==> config.mk <==
export PLATFORM = sky130hd
export DESIGN_NAME = attt_match_unit
export DESIGN_NICKNAME = d
export VERILOG_FILES = /design/src/attt_pkg.sv /design/src/attt_match_unit.sv
export SDC_FILE = /design/constraint.sdc
export NUM_CORES = 1
export LEC_CHECK = 0
export ABC_CLOCK_PERIOD_IN_PS = 5400
export BUFFER_PORTS_ARGS = -buffer_cell sky130_fd_sc_hd__clkbuf_2
export CAP_MARGIN = 25
export CELL_PAD_IN_SITES_DETAIL_PLACEMENT = 1
export CELL_PAD_IN_SITES_GLOBAL_PLACEMENT = 1
export CORE_ASPECT_RATIO = 0.8
export CORE_MARGIN = 8
export CORE_UTILIZATION = 34
export DETAILED_ROUTE_END_ITERATION = 7
export PLACE_DENSITY_LB_ADDON = 0.3
export SLEW_MARGIN = 20
export SYNTH_ARGS = -nofsm -noshare
export SYNTH_HDL_FRONTEND = slang
export SYNTH_SLANG_ARGS = --single-unit
==> constraint.sdc <==
create_clock -name vclk -period 5.4
set_clock_uncertainty 0.1 [all_clocks]
set_input_delay 0 -clock vclk [all_inputs]
set_output_delay 0 -clock vclk [all_outputs]
set_load 0.03 [all_outputs]
==> src/attt_pkg.sv <==
// ----------------------------------------------------------------------------
// attt_pkg
// Shared types and constants of the acknowledgement timeout tracker.
// ----------------------------------------------------------------------------
package attt_pkg;

  localparam int OP_W    = 2;
  localparam int ADDR_W  = 32;
  localparam int CLK_W   = 31;
  localparam int TIME_W  = 32;
  localparam int KIND_W  = 2;
  localparam int SLOT_W  = 4;

  localparam int MAX_RESULTS = 16;
  localparam int CNT_W       = $clog2(MAX_RESULTS + 1);

  localparam logic [CLK_W-1:0]  CLOCK_MAX     = {CLK_W{1'b1}};
  localparam logic [CLK_W-1:0]  CLOCK_RESET   = CLK_W'(1);
  localparam logic [TIME_W-1:0] TIMEOUT_RESET = TIME_W'(60000);

  // operation codes
  localparam logic [OP_W-1:0] OP_SEND    = 2'd0;
  localparam logic [OP_W-1:0] OP_REQUEST = 2'd1;
  localparam logic [OP_W-1:0] OP_ACK     = 2'd2;
  localparam logic [OP_W-1:0] OP_TICK    = 2'd3;

  // result kinds
  localparam logic [KIND_W-1:0] KIND_SENT     = 2'd0;
  localparam logic [KIND_W-1:0] KIND_REPLY    = 2'd1;
  localparam logic [KIND_W-1:0] KIND_ACKED    = 2'd2;
  localparam logic [KIND_W-1:0] KIND_RESEND   = 2'd3;

  typedef struct packed {
    logic wr_en;
    logic free_en;
    logic ack_en;
    logic rd_en;
  } attt_tbl_ctrl_t;

  typedef struct packed {
    logic ack_hit;
    logic due;
  } attt_match_t;

endpackage

==> src/attt_match_unit.sv <==
// ----------------------------------------------------------------------------
// attt_match_unit
// Shared per-slot check: destination match for acknowledgements and
// age against timeout for ticks.
// ----------------------------------------------------------------------------
module attt_match_unit import attt_pkg::*; (
  input  logic [OP_W-1:0]     op,
  input  logic                entry_valid,
  input  logic                entry_acked,
  input  logic [ADDR_W-1:0]   entry_dest,
  input  logic [TIME_W-1:0]   entry_time,
  input  logic [ADDR_W-1:0]   key_dest,
  input  logic [TIME_W-1:0]   now,
  input  logic [TIME_W-1:0]   timeout,
  output attt_match_t         result
);

  logic [TIME_W-1:0] age;
  logic              in_use;

  // age wraps modulo 2^32
  assign age    = now - entry_time;
  assign in_use = entry_valid && (entry_dest != '0);

  assign result.ack_hit = (op == OP_ACK) && in_use && (entry_dest == key_dest);
  assign result.due     = (op == OP_TICK) && in_use && !entry_acked && (age > timeout);

endmodule

# --- Word level (Yosys, flattened, before mapping) ---
# Cells that the tools add are included.
totals:
  elab_cells: 13
  input_bits: 164
  register_bits: 0
  output_inout_bits: 2
op_classes:
  n_eq_ne: 3
  add_sub_neg: 1
  n_reduce_logical: 8
  order_cmp: 1
ops:
  columns: ["cell", "count"]
  rows:
  - ["== test 32 bit", 1]
  - ["> comparator 32 bit", 1]
  - ["nonzero test 32 bit", 1]
  - ["subtractor 32 bit", 1]
  - ["logical AND 1 bit", 6]
  - ["== test 2 bit, second input constant", 2]
  - ["zero test 1 bit", 1]

# --- Logic depth before layout (Yosys ltp) ---
# Gate-level depths: netlist of the first run.
depth:
  ltp_word: 5
  depth_mapped: 18
  depth_no_buf: 18

# --- Worst setup path after synthesis of the first run ---
# OpenSTA, ideal clock, no wires.
synth_timing:
  path_type: "in2out"
  startpoint: "in now[0]"
  endpoint: "out result[0] (netlist name)"
  n_path_buf: 0
  path_slack_ns: 1.908
  t_required_ns: 5.300
  arrival_time_ns: 3.392
  path_stages: 16
  cell_sequence: "inv_1 > ha_1 > inv_1 > fa_1 > a21o_1 > a221oi_4 > o221ai_2 > a21oi_2 > o31ai_2 > a41oi_1 > xnor2_1 > ha_1 > nand4_1 > nor4_1 > a31oi_1 > a31oi_1"
synth_rtl:
  columns: ["item", "line_no", "text"]
  rows:
  - ["from (decl)", "attt_match_unit.sv:13", "input logic [TIME_W-1:0] now,"]
  - ["to (decl)", "attt_match_unit.sv:15", "output attt_match_t result"]

==> impl_metrics.json, run 1 <==
{
  "run_status": "complete, no violations",
  "min_from": "entry_acked",
  "grt_overflow": 0,
  "syn_nets": 654,
  "relSlewSlack_pct": 57.1,
  "rows": 30,
  "synth_cells": 426,
  "grt_pass1_vias": 4016,
  "syn_avg_cell_area_sq_um": 7.05,
  "hp-class": "primary input to primary output",
  "n_sequential_cell": 0,
  "fin_nets": 817,
  "cellLeakagePower_nw": 2.20,
  "crit_buf_inv": 4,
  "final_util_pct": 46.4,
  "areaGrowthSynthToFinish_pct": 31.7,
  "startpoint_type": "primary input",
  "synth_area_leader_cell": "ha_1",
  "io_buffers": 166,
  "required_ns": 5.30,
  "holdPathEnd": "result[0]",
  "die-width_um": 121,
  "clkbuf_count": 0,
  "crit_path_end_kind": "primary output",
  "syn_area_sq_um": 3000,
  "fin_crit_ns": 3.96,
  "min_path_cells": 4,
  "maxSlewViolCount": 0,
  "post-route-period-util_pct": 73.3,
  "ctsHoldBuffers": 0,
  "cpMaxStageDelayCell": "nor4_1",
  "ant_nets": 0,
  "synth_commonest_cells": "inv_1, ha_1, a21oi_1",
  "layout.area.seq_sq_um": 0,
  "worst_pin_slew_ns": 0.639,
  "synth_most_common_cell": "inv_1",
  "setup_viol": 0,
  "grt_pass1_wl_um": 19500,
  "cts_setup_buffers": 0,
  "fillers": 1168,
  "maxCapViolCount": 0,
  "synthTopCellsByArea": "ha_1, xor2_1, inv_1, xnor2_1, a21oi_1",
  "drtIter0Drc": 62,
  "rsz0062_at_grt": "no",
  "antenna_found_initial": 0,
  "cp-startpoint": "now[0]",
  "p_per_area_nw_per_um2": 116,
  "path_delay_family": "compound AO/OA/AOI/OAI gates",
  "pin_count": 166,
  "routedWlPerCell_um": 16.9,
  "finalSetupTns_ns": 0,
  "dp_hpwl_um": 11200,
  "die_h_um": 100,
  "gp_congestion": 0.928,
  "hold_violations": 0,
  "grt_use_total_pct": 18.9,
  "vias": 3623,
  "grt_max_degree": 9,
  "dieArea_sq_um": 12100,
  "yosysWarnings": 0,
  "yosysSeqAreaShare_pct": 0,
  "cp_cell_sequence": "clkbuf_2 > inv_1 > ha_1 > inv_1 > fa_1 > a21o_1 > a221oi_4 > o221ai_2 > a21oi_2 > o31ai_2 > a41oi_1 > xnor2_1 > ha_1 > nand4_1 > nor4_1 > o21ai_0 > a31oi_1 > clkbuf_2",
  "max_stage_delay_ns": 0.47,
  "core_area_sq_um": 8520,
  "cp.arrival_ns": 3.86,
  "drc": 0,
  "wirelength_um": 11800,
  "max_freq_ghz": 0.253,
  "ys_types": 46,
  "critPathMaxFanout": 5,
  "critical_path_class": "primary input to primary output",
  "drive_gt1_share_pct": 30.0,
  "start_util_pct": 35.3,
  "peakVddDrop_mv": 0.0426,
  "synth_top_area_share_pct": 26.2,
  "antennaDiodeCount": 0,
  "via_per_inst": 5.18,
  "post_cts_resize_count": 0,
  "firstDrtPassIters": 4
}
[cells in the final DEF, fill, tap and decap left out, types with 8 or more instances in the layout]
master and instances:
nor3_1 8, a21oi_1 38, inv_1 67, a21o_1 15
xor2_1 35, o21ai_0 23, nor4_1 16, xnor2_1 25
nand2_1 24, nor2_1 23, o21a_1 9, ha_1 63
clkbuf_2 166, nand4_1 14
[report_power, final]
group          internal [W]  switching (W)
clock                     0              0
combinational      0.000212       0.000249
sequential                0              0
[cells by family (layout without fill, tap and decap cells)]
kind of cell	count (synthesis)	in the layout	synth area share, %
adders and majority gates	64	64	26.9
xor gates and xnor gates	60	60	17.5
and+or+nand+nor	105	105	17.7
AOI/OAI and AO/OA	125	125	28.9
buffers and inverters	72	233	9.00
[layout make-up]
cell class | instances | area, sq um | area share, %
timing repair buffer | 166 | 831 | 21.0
tap | 112 | 140 | 3.54
inverter | 67 | 251 | 6.36
multi-input combinational | 354 | 2730 | 69.1
[worst max path at each step]
| stage | slack [ns] | depth (start not counted) | end |
|---|---|---|---|
| after CTS | 1.35 | 18 | result[0] |
| after floorplan | 1.91 | 16 | result[0] |
| after global placement | 1.71 | 18 | result[0] |
| after global routing | 1.09 | 18 | result[0] |
| final | 1.44 | 18 | result[0] |
| after detailed placement | 1.36 | 18 | result[0] |
[routing by layer]
layer	track usage [%]	vias to the layer above	routed length (um)
li1	-	1851	-
met2	35.8	108	5810
met5	0	-	0
met1	22.9	1658	5260
met4	1.53	0	102
met3	2.36	6	674
[through the flow]
stage                     cells  worst slack, ns  instance area (sq um)  total power (W)  hold slack [ns]
after detailed placement    699             1.36                   3960         0.000461            0.307
after floorplan             426             1.91                   3000         0.000305           0.0822
after CTS                   699             1.35                   3960         0.000465            0.308
after global placement      699             1.71                   3960         0.000443            0.293
after global routing        699             1.09                   3960         0.000521            0.353
final                       699             1.44                   3960         0.000461            0.297
No activity file was read; power rests on OpenSTA's default activity.
==> run 2, diff against run 1 <==
- ABC_AREA: unset -> 1
- ABC_CLOCK_PERIOD_IN_PS: 5400 -> 3200
- CORE_UTILIZATION: 34 -> 29
- clock period: 5.4 -> 3.2 ns (I/O delays scaled with it)
==> run 2 against run 1 <==
Clock-buffer cell count unchanged. First-iteration DRC count rose to 2.8 times the previous value. Area after synthesis rose by 30%. Setup slack got worse by 1.1 ns. Critical path depth up 3. Flip-flop and latch count did not move. Wire length up 22%.
==> impl_metrics.json, run 2 <==
{
  "run_status": "complete, no violations",
  "synthTopCellsByArea": "nand2_1, ha_1, inv_1, nor2_1, nand3_1",
  "ant_nets": 0,
  "pin_count": 166,
  "ys_types": 24,
  "core_area_sq_um": 13400,
  "rsz0062_at_grt": "no",
  "post-route-period-util_pct": 88.4,
  "relSlewSlack_pct": 79.3,
  "rows": 38,
  "peakVddDrop_mv": 0.0494,
  "final_common_cell": "nand2_1",
  "fin_crit_ns": 2.83,
  "hp-class": "primary input to primary output",
  "hold_violations": 0,
  "critical_path_class": "primary input to primary output",
  "n_sequential_cell": 0,
  "wirelength_um": 14400,
  "cts_setup_buffers": 0,
  "via_per_inst": 4.38,
  "critPathMaxFanout": 3,
  "start_util_pct": 29.3,
  "antenna_found_initial": 0,
  "cellLeakagePower_nw": 3.41,
  "maxSlewViolCount": 0,
  "dieArea_sq_um": 17500,
  "post-place-ws_ns": 0.320,
  "synth_cells": 786,
  "stdcell_area_sq_um": 4980,
  "gp_congestion": 0.873,
  "io_buffers": 166,
  "drc": 0,
  "worst_pin_slew_ns": 0.310,
  "layout_common_cells": "nand2_1, inv_1, clkbuf_2, nor2_1, ha_1",
  "yosysWarnings": 0,
  "grt_use_total_pct": 16.1,
  "grt_pass1_wl_um": 24200,
  "drtIter0Drc": 174,
  "syn_nets": 1014,
  "die-width_um": 146,
  "fin_nets": 1183,
  "areaGrowthSynthToFinish_pct": 27.1,
  "cp.arrival_ns": 2.73,
  "vias": 4957,
  "synth_top_area_share_pct": 26.5,
  "p_per_area_nw_per_um2": 171,
  "dp_hpwl_um": 13700,
  "drive_gt1_share_pct": 20.1,
  "layout_setup_ws_ns": 0.373,
  "clkbuf_count": 0,
  "synth_area_leader_cell": "nand2_1",
  "grt_overflow": 0,
  "synth_commonest_cells": "nand2_1, inv_1, nor2_1",
  "grt_pass1_vias": 5271,
  "dpl_cell_area_sq_um": 4980,
  "yosysSeqAreaShare_pct": 0,
  "required_ns": 3.10,
  "firstDrtPassIters": 4,
  "setup_viol": 0,
  "maxCapViolCount": 0,
  "post_cts_resize_count": 0,
  "syn_area_sq_um": 3920,
  "startpoint_type": "primary input",
  "grt_max_degree": 7,
  "ctsHoldBuffers": 0,
  "layout.area.seq_sq_um": 0,
  "max_freq_ghz": 0.354,
  "finalSetupTns_ns": 0,
  "syn_avg_cell_area_sq_um": 4.99,
  "die_h_um": 120,
  "routedWlPerCell_um": 12.7,
  "synth_most_common_cell": "nand2_1",
  "crit_path_end_kind": "primary output",
  "antennaDiodeCount": 0
}
run 2: area by class of cell:
cell class                      count  area [sq um]
Fill cell                        2001          8380
Multi-Input combinational cell    585          3170
Timing Repair Buffer              167           838
Inverter                          201           754
Tap cell                          180           225
run 2: per-layer routing:
metal  vias up  global-route usage [%]  routed length [um]
li1       2694                       -                   -
met1      2145                    22.1                7280
met2       118                    27.3                6140
met3         0                    3.05                 990
met4         0                       0                   0
met5         -                       0                   0
run 2: final timing paths:
check              startpoint        end  slack (ns)  depth (start not counted)
setup / recovery       now[0]  result[0]        0.37                         21
hold / removal    entry_valid  result[0]        0.35                          6
run 2: report_power, final:
group,leakage (nW),total [W],internal [W],switching (W)
sequential,0,0,0,0
combinational,3.41,0.000855,0.000343,0.000511
clock,0,0,0,0
run 2: worst max-delay path: stages:
cell	delay [ns]
clkbuf_2	0.08
inv_1	0.05
ha_1	0.13
inv_1	0.07
fa_1	0.43
nand3_1	0.11
nand3_1	0.14
nand3_1	0.11
nand3b_1	0.15
nand2_1	0.12
nand2_1	0.05
nand2_1	0.05
nand2_1	0.05
ha_1	0.26
nand2_1	0.05
nor2_1	0.19
nand2_1	0.11
a21oi_1	0.13
nor2_1	0.05
a21oi_1	0.16
clkbuf_2	0.24
run 2: cells by family (layout without fill, tap and decap cells):
| family | count (synthesis) | count (layout) | share of synthesized area [%] |
|---|---|---|---|
| AND/OR/NAND/NOR | 436 | 436 | 46.0 |
| buffers and inverters | 201 | 368 | 19.2 |
| adder cells (fa/ha/maj) | 64 | 64 | 20.6 |
| AO/OA/AOI/OAI | 57 | 57 | 7.92 |
| XOR/XNOR | 28 | 28 | 6.26 |
run 2: through the flow:
stage               std cells  utilization [%]  hold WS [ns]  total power (W)
floorplan                 786                -         0.139         0.000566
global placement         1133             37.3         0.373         0.000839
detailed placement       1133             37.3         0.365         0.000856
CTS                      1133             37.3         0.368         0.000863
global route             1133             37.3         0.418         0.000986
finish                   1133             37.3         0.353         0.000855
