## config.mk

```make
export PLATFORM = sky130hd
export DESIGN_NAME = attt_slot_table
export DESIGN_NICKNAME = d
export VERILOG_FILES = /design/src/attt_pkg.sv /design/src/attt_slot_table.sv
export SDC_FILE = /design/constraint.sdc
export NUM_CORES = 1
export LEC_CHECK = 0
export BUFFER_PORTS_ARGS = -buffer_cell sky130_fd_sc_hd__buf_2
export CAP_MARGIN = 20
export CORE_MARGIN = 10
export CORE_UTILIZATION = 45
export DETAILED_ROUTE_END_ITERATION = 10
export HOLD_SLACK_MARGIN = 0.08
export PLACE_DENSITY = 0.65
export SYNTH_ARGS = -nofsm -noshare
export SYNTH_HDL_FRONTEND = slang
export SYNTH_SLANG_ARGS = --single-unit
```

## constraint.sdc

```tcl
create_clock -name clk -period 4.7 [get_ports clk]
set_input_delay 0.47 -clock clk [delete_from_list [all_inputs] [get_ports clk]]
set_output_delay 0.47 -clock clk [all_outputs]
set_load 0.01 [all_outputs]
```

## src/attt_pkg.sv

```systemverilog
// ----------------------------------------------------------------------------
// attt_pkg
// Shared types and constants of the acknowledgement timeout tracker.
// ----------------------------------------------------------------------------
package attt_pkg;

  localparam int OP_W    = 2;
  localparam int ADDR_W  = 32;
  localparam int CLK_W   = 31;
  localparam int TIME_W  = 32;
  localparam int KIND_W  = 2;
  localparam int SLOT_W  = 4;

  localparam int MAX_RESULTS = 16;
  localparam int CNT_W       = $clog2(MAX_RESULTS + 1);

  localparam logic [CLK_W-1:0]  CLOCK_MAX     = {CLK_W{1'b1}};
  localparam logic [CLK_W-1:0]  CLOCK_RESET   = CLK_W'(1);
  localparam logic [TIME_W-1:0] TIMEOUT_RESET = TIME_W'(60000);

  // operation codes
  localparam logic [OP_W-1:0] OP_SEND    = 2'd0;
  localparam logic [OP_W-1:0] OP_REQUEST = 2'd1;
  localparam logic [OP_W-1:0] OP_ACK     = 2'd2;
  localparam logic [OP_W-1:0] OP_TICK    = 2'd3;

  // result kinds
  localparam logic [KIND_W-1:0] KIND_SENT     = 2'd0;
  localparam logic [KIND_W-1:0] KIND_REPLY    = 2'd1;
  localparam logic [KIND_W-1:0] KIND_ACKED    = 2'd2;
  localparam logic [KIND_W-1:0] KIND_RESEND   = 2'd3;

  typedef struct packed {
    logic wr_en;
    logic free_en;
    logic ack_en;
    logic rd_en;
  } attt_tbl_ctrl_t;

  typedef struct packed {
    logic ack_hit;
    logic due;
  } attt_match_t;

endpackage

```

## src/attt_slot_table.sv

```systemverilog
// ----------------------------------------------------------------------------
// attt_slot_table
// Sent-packet slot store: destination and send time memories, valid and
// acknowledged flags, one write address and one registered read port.
// ----------------------------------------------------------------------------
module attt_slot_table import attt_pkg::*; #(
  parameter int SLOTS = 16,
  parameter int IW    = $clog2(SLOTS)
) (
  input  logic                clk,
  input  logic                rst_n,
  input  attt_tbl_ctrl_t      ctrl,
  input  logic [IW-1:0]       op_addr,
  input  logic [ADDR_W-1:0]   wr_dest,
  input  logic [TIME_W-1:0]   wr_time,
  input  logic [IW-1:0]       rd_addr,
  output logic                rd_valid,
  output logic                rd_acked,
  output logic [ADDR_W-1:0]   rd_dest,
  output logic [TIME_W-1:0]   rd_time
);

  logic [SLOTS-1:0]  valid_r;
  logic [SLOTS-1:0]  acked_r;
  logic [ADDR_W-1:0] mem_dest [SLOTS];
  logic [TIME_W-1:0] mem_time [SLOTS];
  logic              rd_valid_r;
  logic              rd_acked_r;
  logic [ADDR_W-1:0] rd_dest_r;
  logic [TIME_W-1:0] rd_time_r;

  always_ff @(posedge clk) begin
    if (!rst_n) begin
      valid_r    <= '0;
      acked_r    <= '0;
      rd_valid_r <= 1'b0;
      rd_acked_r <= 1'b0;
    end else begin
      if (ctrl.wr_en) begin
        valid_r[op_addr] <= 1'b1;
        acked_r[op_addr] <= 1'b0;
      end
      if (ctrl.free_en) begin
        valid_r[op_addr] <= 1'b0;
      end
      if (ctrl.ack_en) begin
        acked_r[op_addr] <= 1'b1;
      end
      if (ctrl.rd_en) begin
        rd_valid_r <= valid_r[rd_addr];
        rd_acked_r <= acked_r[rd_addr];
      end
    end
  end

  always_ff @(posedge clk) begin
    if (ctrl.wr_en) begin
      mem_dest[op_addr] <= wr_dest;
      mem_time[op_addr] <= wr_time;
    end
    if (ctrl.rd_en) begin
      rd_dest_r <= mem_dest[rd_addr];
      rd_time_r <= mem_time[rd_addr];
    end
  end

  assign rd_valid = rd_valid_r;
  assign rd_acked = rd_acked_r;
  assign rd_dest  = rd_dest_r;
  assign rd_time  = rd_time_r;

endmodule

```

# Word-level counts from Yosys, hierarchy flattened
# Memories as Yosys holds them, arrays and structs flattened. A register that Yosys moved wholly into a read port is not among the register bits.
# Cells that the tools add are included.
[op_classes]
reduce_logical = 1
muxes = 14
n_lt_le_gt_ge = 3
bitwise_logic = 5
[op_table]
columns = ["operator", "n"]
rows = [
  ["2-to-1 mux 16 bit", 6],
  ["AND 16 bit", 2],
  ["bitwise OR 16 bit", 2],
  ["inverter 16 bit", 1],
  ["less-than comparator 4 x 5 -> 1 bit, second input constant", 2],
  ["binary-select mux 1 bit (select 4 bit)", 2],
  ["2-to-1 mux 1 bit", 5],
  ["demux 1 bit (select 4 bit)", 1],
  [">= comparator 4 x 1 -> 1 bit, second input constant", 1],
  ["logical AND 1 bit", 1],
]
[totals]
mem_count = 2
inputBits = 78
elab_cells = 29
out_inout_bits = 66
mem_bits_rw = 1024
register_bits = 34
[memory_table]
columns = ["memory", "words", "word_bits", "read_ports", "rd_clocked_by_memory_dff", "wr", "line_no", "text"]
rows = [
  ["mem_dest", 16, 32, 1, 1, 1, "attt_slot_table.sv:25", "logic [ADDR_W-1:0] mem_dest [SLOTS];"],
  ["mem_time", 16, 32, 1, 1, 1, "attt_slot_table.sv:26", "logic [TIME_W-1:0] mem_time [SLOTS];"],
]

# Depth between registers and ports, before layout
# Gate-level depths: netlist of the first run.
[depth]
ltp_word = 10
mapped_depth = 7
depth_no_buf = 4

# Worst setup path before layout of the first run
# Ideal clock, no wire load.
[synth_path]
path_type = "input to register"
startpoint = "input port op_addr[3]"
endpoint = "memory mem_dest[10][0] (enable)"
n_path_buf = 1
setup_time_ps = 419
arrival_time_ps = 2503
slack_ps = 1778
path_stages = 4
cell_sequence = "clkbuf_1 nor4bb_1 nand2_1 inv_1"
[synth_lines]
columns = ["element", "line_no", "text"]
rows = [
  ["start: declaration", "attt_slot_table.sv:13", "input logic [IW-1:0] op_addr,"],
  ["end: declaration", "attt_slot_table.sv:25", ""],
]
# Straight into the memory's write port.

# Final worst setup path of the first run
[layout_path]
startpoint = "input port op_addr[2]"
endpoint = "memory mem_dest[4][15] (enable)"
# Straight into the memory's write port.

==> results of run 1 <==
## cell type report
cell class,instances,area (um2),share of cell area
Multi-Input combinational cell,458,8207,0.1715
Inverter,16,100.1,0.002092
Sequential cell,1122,33350,0.6970
Antenna cell,3,7.507,0.0001569
Timing Repair Buffer,184,1255,0.02622
Tap cell,1254,1569,0.03279
Clock inverter,73,589.3,0.01232
Clock buffer,127,2774,0.05797
## power by group
part	switching [mW]	total (mW)	internal, mW
clock	3.63	8.25	4.62
combinational	0.547	0.985	0.438
sequential	0.0756	11.3	11.2
## metrics by stage
stage          hold slack [ps]  total power, mW  setup WS [ps]
4_1_cts                  127.3            20.73           2519
3_5_place_dp             475.4            12.53           1804
5_1_grt                  154.4            21.20           2384
6_report                 161.8            20.54           2450
2_1_floorplan            471.5            12.10           1778
3_3_place_gp             481.7            12.50           1772
## layer usage
metal / vias to the layer above / global-route usage / routed length (um)
met3: 147 / 0.03478 / 6644
met2: 657 / 0.2767 / 45500
met5: - / 0 / 100
li1: 7730 / - / -
met4: 16 / 0.04449 / 1797
met1: 9984 / 0.2382 / 37480
## cell families (layout without fill, tap and decap cells)
family,Yosys count,count (layout)
other,0,3
AOI/OAI and AO/OA,38,38
DFF,1122,1122
muxes,336,336
buffers and inverters,105,400
and+or+nand+nor,84,84
## synthesized netlist by cell type, drive strengths merged
| cell | count |
|---|---|
| buf | 42 |
| and4b | 4 |
| a22oi | 20 |
| o211a | 16 |
| nand3 | 8 |
| a21oi | 2 |
| dfxtp | 34 |
| and3 | 1 |
| nand2 | 36 |
| nor4b | 4 |
| nor4 | 1 |
| and4 | 1 |
| clkbuf | 47 |
| nor4bb | 6 |
| nor2b | 19 |
| nand3b | 1 |
| mux4 | 320 |
| nor2 | 1 |
| edfxtp | 1088 |
| inv | 16 |
| nand4 | 2 |
| mux2i | 16 |
## layout by cell type (no fill, tap or decap), types with 2 or more instances in the layout
cell        count
buf_8           2
clkinv_1       27
mux4_1         12
nand4_1         2
clkbuf_16     108
inv_4          16
clkinv_2       27
inv_6           4
mux2i_1        16
nor2b_1        19
buf_12         16
o211a_1        16
clkinvlp_4      2
buf_2         138
clkbuf_1       19
mux4_2        308
dfxtp_1        34
inv_16          3
nand3_1         8
a21oi_1         2
edfxtp_1     1088
nand2_1        36
nor4bb_1        6
a22oi_1        20
bufinv_16       7
diode_2         3
nor4b_1         4
buf_4          27
and4b_1         4
## registers in the layout, indices dropped and copies added (netlist names)
register / flops
acked_r: 16
valid_r: 16
rd_acked: 1
rd_dest: 32
rd_time: 32
mem_dest: 512
mem_time: 512
rd_valid: 1
## critical path, cell delays in order
cell and delay [ps]:
buf_2 240, nor4b_1 550, nand2_1 230, inv_4 640, buf_4 390
## worst max-delay path by stage
stage	slack [ps]	startpoint	endpoint
3_3_place_gp	1770	op_addr[1]	mem_dest[4][21]$_DFFE_PP_
5_1_grt	2380	rd_addr[0]	rd_time[7]$_DFFE_PP_
2_1_floorplan	1780	op_addr[3]	mem_dest[10][0]$_DFFE_PP_
6_report	2450	op_addr[2]	mem_dest[4][15]$_DFFE_PP_
4_1_cts	2520	op_addr[2]	mem_dest[4][8]$_DFFE_PP_
3_5_place_dp	1800	rd_addr[0]	rd_time[7]$_DFFE_PP_
==> flow_metrics.py, run 1 <==
metrics = {
    "status": {
        "outcome": "finished, final reports clean",
    },
    "power": {
        "p_leak_nw": 15.34,
        "vdd_drop_max_v": 0.0002971,
        "power_density_mw_per_mm2": 429.3,
    },
    "finish": {
        "nets": 1968,
        "drive_above_1_share": 0.3343,
        "syn2layout_area_growth_pct": 13.48,
        "stdcell_count": 3237,
        "fin_area_mm2": 0.04785,
        "finalCoreUtilization": 0.5135,
        "n_fill_cell": 7120,
    },
    "yosys": {
        "synth_xor_area_frac": 0,
        "ys_seq_elements": 1122,
        "ys_types": 27,
        "seq_area_frac_synth": 0.7909,
        "synth_area_leaders": "edfxtp_1 (77%), mux4_2 (16%), dfxtp_1 (1.6%)",
        "postSynthCellCount": 1685,
        "syn_area_mm2": 0.04217,
        "syn-num-nets": 1763,
        "yosysTopAreaCell": "edfxtp_1",
        "synth_top_family_by_area": "multiplexers",
        "avgSynthCellArea_um2": 25.03,
        "synthMuxAreaShare": 0.1758,
        "synthSimpleGateAreaFrac": 0.01124,
        "synth_warnings": 0,
        "synth_top_area_frac": 0.7747,
        "synth_adder_area_share": 0,
        "synth_compound_area_frac": 0.007596,
    },
    "job": {
        "drv_cap": 0,
    },
    "clocking": {
        "hold_buffers": 0,
        "cts.root.buffer_cell": "clkbuf_16",
        "cts_max_level": 3,
        "clockBufferDepth": 3,
        "cts_tree": "yes",
        "cts.sinks": 1122,
        "numCtsBuffers": 108,
        "cts_setup_buffers": 0,
        "clk-insertion-delay-late_ps": 680,
        "post_cts_resized": 0,
        "clkSlewWorstSetupHoldPaths_ps": 60,
    },
    "route": {
        "wl_um": 91520,
        "drtIter0Drc": 1936,
        "via_per_inst": 5.726,
        "routedWlPerCell_um": 28.27,
        "firstDrtPassIters": 5,
        "via_count": 18530,
        "drc_errors": 0,
        "ant_nets": 0,
    },
    "sta": {
        "finalMaxSlewViolations": 0,
        "rsz0062_at_grt": "false",
        "min_period_ps": 2250,
        "finClkSkew_ps": 14.72,
        "worst_pin_slew_ps": 1032,
        "hold_viol": 0,
        "max_slew_margin": 0.3122,
        "fmax_ghz": 0.4444,
        "timing.setup.tns_ps": 0,
        "finalCritPeriodShare": 0.4788,
        "finalSetupViolations": 0,
    },
    "setup_path": {
        "cp_max_fo": 42,
        "required_ps": 5060,
        "ff2ff_path_depth": 2,
        "critPathLaunchType": "input pin",
        "worstReg2RegEnd": "rd_dest[29]$_DFFE_PP_",
        "worst-setup-path-type": "in2reg",
        "rrSetupSlack_ps": 3050,
        "cp_data_arrival_time_ps": 2610,
        "end_kind": "register",
        "crit-reg2reg-launch": "mem_dest[15][29]$_DFFE_PP_",
    },
    "hold_path": {
        "worstHoldStart": "wr_dest[1]",
        "hp-class": "in2reg",
        "hold_path_end": "mem_dest[2][1]$_DFFE_PP_",
        "holdPathStages": 1,
    },
    "placed_design": {
        "port_buffers": 143,
        "dpl.cell_count": 3034,
        "gp_congestion": 0.7488,
        "postPlaceCellArea_mm2": 0.04448,
        "hpwl_um": 48020,
    },
    "floorplanning": {
        "coreArea_mm2": 0.09319,
        "die_w_um": 326.1,
        "die_h_um": 326.1,
        "ios": 144,
        "start_util": 0.4525,
        "die-area_mm2": 0.1064,
        "row_count": 112,
    },
    "grt": {
        "grt_overflow": 0,
        "grt_pass1_wl_um": 135000,
        "grt_util_all_layers": 0.1715,
        "grt_pass1_vias": 19470,
        "antenna_found_initial": 16,
        "grt_max_degree": 69,
    },
}
(Power assumes the default switching activity.)
==> inputs of run 2 (changes only) <==
PLACE_DENSITY = 0.67   (was 0.65)
clock period = 1.9 ns   (was 4.7 ns; I/O delays follow)
==> flow_metrics.py, run 2 (synthesis gave the netlist of run 1 again) <==
metrics = {
    "status": {
        "outcome": "finished, final reports clean",
    },
    "floorplanning": {
        "die_w_um": 326.1,
        "die-area_mm2": 0.1064,
        "row_count": 112,
        "coreArea_mm2": 0.09319,
        "start_util": 0.4525,
        "die_h_um": 326.1,
        "ios": 144,
    },
    "power": {
        "vdd_drop_max_v": 0.0008160,
        "power_density_mw_per_mm2": 1025,
        "internal_power_mw": 41.00,
        "clkPwrFrac": 0.402,
        "combPwrFrac": 0.055,
        "p_sw_frac": 0.2040,
        "p_sw_mw": 10.51,
        "pwr-share-seq": 0.543,
        "p_leak_nw": 16.30,
    },
    "clocking": {
        "cts.sinks": 1122,
        "clk-insertion-delay-late_ps": 670,
        "cts_max_level": 3,
        "numCtsBuffers": 106,
        "cts.root.buffer_cell": "clkbuf_16",
        "cts_tree": "yes",
        "cts_setup_buffers": 0,
        "clkSlewWorstSetupHoldPaths_ps": 60,
        "clockBufferDepth": 3,
    },
    "route": {
        "drc_errors": 0,
        "wl_met3_um": 6183,
        "ant_nets": 0,
        "firstDrtPassIters": 5,
        "met1Wirelength_um": 39100,
        "wl_met2_um": 48020,
        "via_per_inst": 5.685,
        "drtIter0Drc": 2003,
        "routedWlPerCell_um": 27.93,
        "via_count": 19320,
        "dr.max_layer_used": "met5",
        "wl_um": 94940,
    },
    "sta": {
        "finClkSkew_ps": 20.55,
        "rsz0062_at_grt": "false",
        "hold_viol": 0,
        "finalMaxSlewViolations": 0,
        "min_period_ps": 1638,
        "max_slew_margin": 0.6582,
        "fmax_ghz": 0.6103,
        "finalCritPeriodShare": 0.8623,
        "worst_pin_slew_ps": 512.7,
        "finalSetupViolations": 0,
        "setup_slack_ps": 261.6,
    },
    "setup_path": {
        "cp_cell_sequence": "mux4_2 -> mux4_2",
        "end_kind": "register",
        "cp_data_arrival_time_ps": 2030,
        "required_ps": 2290,
        "cp.buffers_inverters": 0,
        "critical_path.top_delay_family": "multiplexers",
        "worst-setup-path-type": "reg2reg",
        "crit_top_cell": "mux4_2",
        "cp_max_fo": 1,
        "critPathLaunchType": "register",
        "slowest_delay_ps": 500,
        "cp_slowest_cell": "mux4_2",
    },
    "job": {
        "drv_cap": 0,
    },
    "finish": {
        "n_fill_cell": 6868,
        "mostFrequentLayoutCells": "edfxtp_1 (1088), mux4_2 (308), buf_2 (138), clkbuf_16 (109), buf_12 (80)",
        "top_regs": "mem_dest x512, mem_time x512",
        "stdcell_count": 3399,
        "nets": 2134,
        "layout_commonest_cell": "edfxtp_1",
        "drive_above_1_share": 0.3651,
        "multi_input_area_mm2": 0.008295,
        "fin_area_mm2": 0.05026,
        "ff_latch_area_mm2": 0.03335,
        "syn2layout_area_growth_pct": 19.19,
    },
    "grt": {
        "grt_util_all_layers": 0.1783,
        "grt_pass1_wl_um": 140300,
        "antenna_found_initial": 10,
        "grt_overflow": 0,
        "grt_pass1_vias": 20460,
        "grt_max_degree": 43,
    },
    "placed_design": {
        "port_buffers": 143,
        "postPlaceCellArea_mm2": 0.04613,
        "dpl.cell_count": 3132,
        "gp_congestion": 0.7735,
        "place_ws_ps": -121.0,
        "hpwl_um": 55150,
    },
    "hold_path": {
        "hp-class": "in2reg",
    },
}
-- run 2: changes by cell type in the layout (fill, tap and decap cells not counted), moves of 6 or more --
cell,before,now
inv_4,16,0
nand2_1,36,25
clkinvlp_4,2,22
buf_12,16,80
nand2_2,0,11
dlygate4sd3_1,0,70
buf_4,27,61
nor4bb_1,6,0
-- run 2: final timing paths --
check | startpoint | endpoint | cells past startpoint | slack (ps)
hold reg to reg | valid_r[2]$_SDFF_PN0_ | valid_r[2]$_SDFF_PN0_ | 1 | 480
setup / recovery | mem_dest[14][29]$_DFFE_PP_ | rd_dest[29]$_DFFE_PP_ | 2 | 260
setup reg to reg | mem_dest[14][29]$_DFFE_PP_ | rd_dest[29]$_DFFE_PP_ | 2 | 260
hold / removal | rd_addr[2] | rd_dest[3]$_DFFE_PP_ | 2 | 140
-- run 2: layout make-up --
| cell class | count | area share |
|---|---|---|
| Clock buffer | 125 | 0.05546 |
| Inverter | 16 | 0.002390 |
| Sequential cell | 1122 | 0.6635 |
| Clock inverter | 69 | 0.01272 |
| Timing Repair Buffer | 352 | 0.06948 |
| Tap cell | 1254 | 0.03122 |
| Multi-Input combinational cell | 458 | 0.1650 |
| Antenna cell | 3 | 0.0001494 |
-- run 2: per-stage QoR --
stage	TNS (ps)	total power, mW	utilization	hold slack (ps)
6_report	0	51.51	0.5394	143.6
5_1_grt	0	53.10	0.5393	145.1
4_1_cts	0	51.97	0.5393	122.5
3_5_place_dp	-4834	31.25	0.4950	465.6
3_3_place_gp	-3247	31.16	0.4950	456.5
2_1_floorplan	-46710	29.96	-	288.9
-- run 2: power by group through the flow --
stage | clock, mW | sequential, mW | combinational (mW)
2_1_floorplan | 0 | 28.5 | 1.48
3_3_place_gp | 0 | 28.5 | 2.68
3_5_place_dp | 0 | 28.5 | 2.74
4_1_cts | 21.1 | 28.0 | 2.88
5_1_grt | 22.1 | 28.0 | 3.02
6_report | 20.7 | 28.0 | 2.83
-- run 2: what timing repair did --
| item | CTS | global route |
|---|---|---|
| endpoints found under the hold margin | 1068 | 0 |
| hold buffers | 70 | 0 |
| gates resized for setup | 0 | 0 |
-- run 2: layer usage --
| layer | vias to the layer above | track usage |
|---|---|---|
| met2 | 693 | 0.2981 |
| li1 | 8066 | - |
| met5 | - | 0 |
| met4 | 10 | 0.04220 |
| met3 | 127 | 0.02920 |
| met1 | 10430 | 0.2446 |
==> inputs of run 3 (changes only) <==
RECOVER_POWER = 25   (was not set)
==> flow_metrics.py, run 3 (synthesis gave the netlist of run 1 again) <==
metrics = {
    "sta": {
        "finClkSkew_ps": 20.80,
        "finalSetupViolations": 0,
        "rsz0062_at_grt": "false",
        "min_period_ps": 1639,
        "hold_viol": 0,
        "timing.setup.tns_ps": 0,
        "worst_pin_slew_ps": 643.5,
        "max_slew_margin": 0.5710,
        "finalCritPeriodShare": 0.8626,
        "fmax_ghz": 0.6102,
        "finalMaxSlewViolations": 0,
    },
    "clocking": {
        "clkSlewWorstSetupHoldPaths_ps": 60,
        "cts_tree": "yes",
        "clk-insertion-delay-late_ps": 670,
        "clockBufferDepth": 3,
        "post_cts_resized": 0,
        "numCtsBuffers": 106,
        "cts.root.buffer_cell": "clkbuf_16",
        "cts.sinks": 1122,
        "cts_max_level": 3,
    },
    "setup_path": {
        "cp_data_arrival_time_ps": 2030,
        "crit_top_cell": "mux4_2",
        "cp_max_fo": 1,
        "cp_slowest_cell": "mux4_2",
        "rrSetupSlack_ps": 260,
        "worst-setup-path-type": "reg2reg",
        "required_ps": 2290,
        "cp_cell_sequence": "mux4_2 -> mux4_2",
        "end_kind": "register",
        "cp.buffers_inverters": 0,
        "critical_path.top_delay_family": "multiplexers",
        "critPathLaunchType": "register",
        "slowest_delay_ps": 500,
    },
    "hold_path": {
        "hp-class": "in2reg",
    },
    "route": {
        "ant_nets": 0,
        "drtIter0Drc": 1960,
        "routedWlPerCell_um": 27.95,
        "firstDrtPassIters": 5,
        "wl_um": 94990,
        "via_count": 19290,
        "via_per_inst": 5.675,
        "drc_errors": 0,
    },
    "grt": {
        "antenna_found_initial": 10,
        "grt_pass1_vias": 20460,
        "grt_overflow": 0,
        "grt_util_all_layers": 0.1783,
        "grt_max_degree": 43,
        "grt_pass1_wl_um": 140300,
    },
    "power": {
        "combPwrFrac": 0.055,
        "p_sw_frac": 0.2042,
        "power_density_mw_per_mm2": 1026,
        "pwr-share-seq": 0.543,
        "clkPwrFrac": 0.402,
        "p_leak_nw": 16.19,
        "internal_power_mw": 41.00,
        "p_sw_mw": 10.52,
        "vdd_drop_max_v": 0.0008197,
        "total_power_mw": 51.51,
    },
    "floorplanning": {
        "start_util": 0.4525,
        "ios": 144,
        "die-area_mm2": 0.1064,
        "coreArea_mm2": 0.09319,
        "row_count": 112,
        "die_h_um": 326.1,
        "die_w_um": 326.1,
    },
    "finish": {
        "top_regs": "mem_dest x512, mem_time x512",
        "n_fill_cell": 6882,
        "syn2layout_area_growth_pct": 19.08,
        "mostFrequentLayoutCells": "edfxtp_1 (1088), mux4_2 (308), clkbuf_16 (109), buf_2 (100), buf_12 (80)",
        "drive_above_1_share": 0.3473,
        "nets": 2134,
        "layout_commonest_cell": "edfxtp_1",
    },
    "status": {
        "outcome": "finished, final reports clean",
    },
    "placed_design": {
        "gp_congestion": 0.7735,
        "port_buffers": 143,
        "hpwl_um": 55150,
    },
    "job": {
        "drv_cap": 0,
    },
}
[run 3: cell count changes in the layout (fill, tap and decap cells not counted)]
cell      delta
clkbuf_1    +38
buf_2       -38
[run 3: power groups by stage]
stage               registers, mW  logic (mW)  clock network [mW]
CTS                          28.0        2.88                21.1
finish                       28.0        2.81                20.7
detailed placement           28.5        2.74                   0
global route                 28.0        3.01                22.1
floorplan                    28.5        1.48                   0
global placement             28.5        2.68                   0
[run 3: layout make-up]
class	instances	area (um2)	share of cell area
sequential	1122	33350	0.6642
multi-input combinational	458	8295	0.1652
timing repair buffer	352	3445	0.06860
clock buffer	125	2788	0.05551
tap	1254	1569	0.03125
clock inverter	69	639.4	0.01273
inverter	16	120.1	0.002392
antenna	3	7.507	0.0001495
[run 3: routing by layer]
metal  vias up  GRT usage  share of wire
met1     10410     0.2446           0.41
met4        10    0.04220          0.017
met3       122    0.02920          0.065
met2       683     0.2981           0.51
met5         -          0        0.00061
li1       8063          -              -
[run 3: path summary, 6_finish.rpt]
path                                   start               endpoint  cells after the start
hold reg to reg        valid_r[2]$_SDFF_PN0_  valid_r[2]$_SDFF_PN0_                      1
hold / removal                    rd_addr[2]   rd_dest[3]$_DFFE_PP_                      2
setup reg to reg  mem_dest[14][29]$_DFFE_PP_  rd_dest[29]$_DFFE_PP_                      2
setup / recovery  mem_dest[14][29]$_DFFE_PP_  rd_dest[29]$_DFFE_PP_                      2
[run 3: through the flow]
| step | setup WS, ps | hold slack [ps] | cell area [um2] | utilization | std cells |
|---|---|---|---|---|---|
| after CTS | 245.8 | 122.5 | 50260 | 0.5393 | 3396 |
| after global placement | -113.0 | 456.5 | 46130 | 0.4950 | 3132 |
| after global routing | 216.3 | 145.1 | 50210 | 0.5388 | 3398 |
| final | 261.1 | 148.0 | 50220 | 0.5389 | 3399 |
| after detailed placement | -121.0 | 465.6 | 46130 | 0.4950 | 3132 |
| after floorplan | -103.4 | 288.9 | 42400 | - | 1685 |
[run 3: repair_timing]
action,4_1_cts,5_1_grt
hold endpoints to repair,1068,0
hold buffers,70,0
buffers inserted,0,0
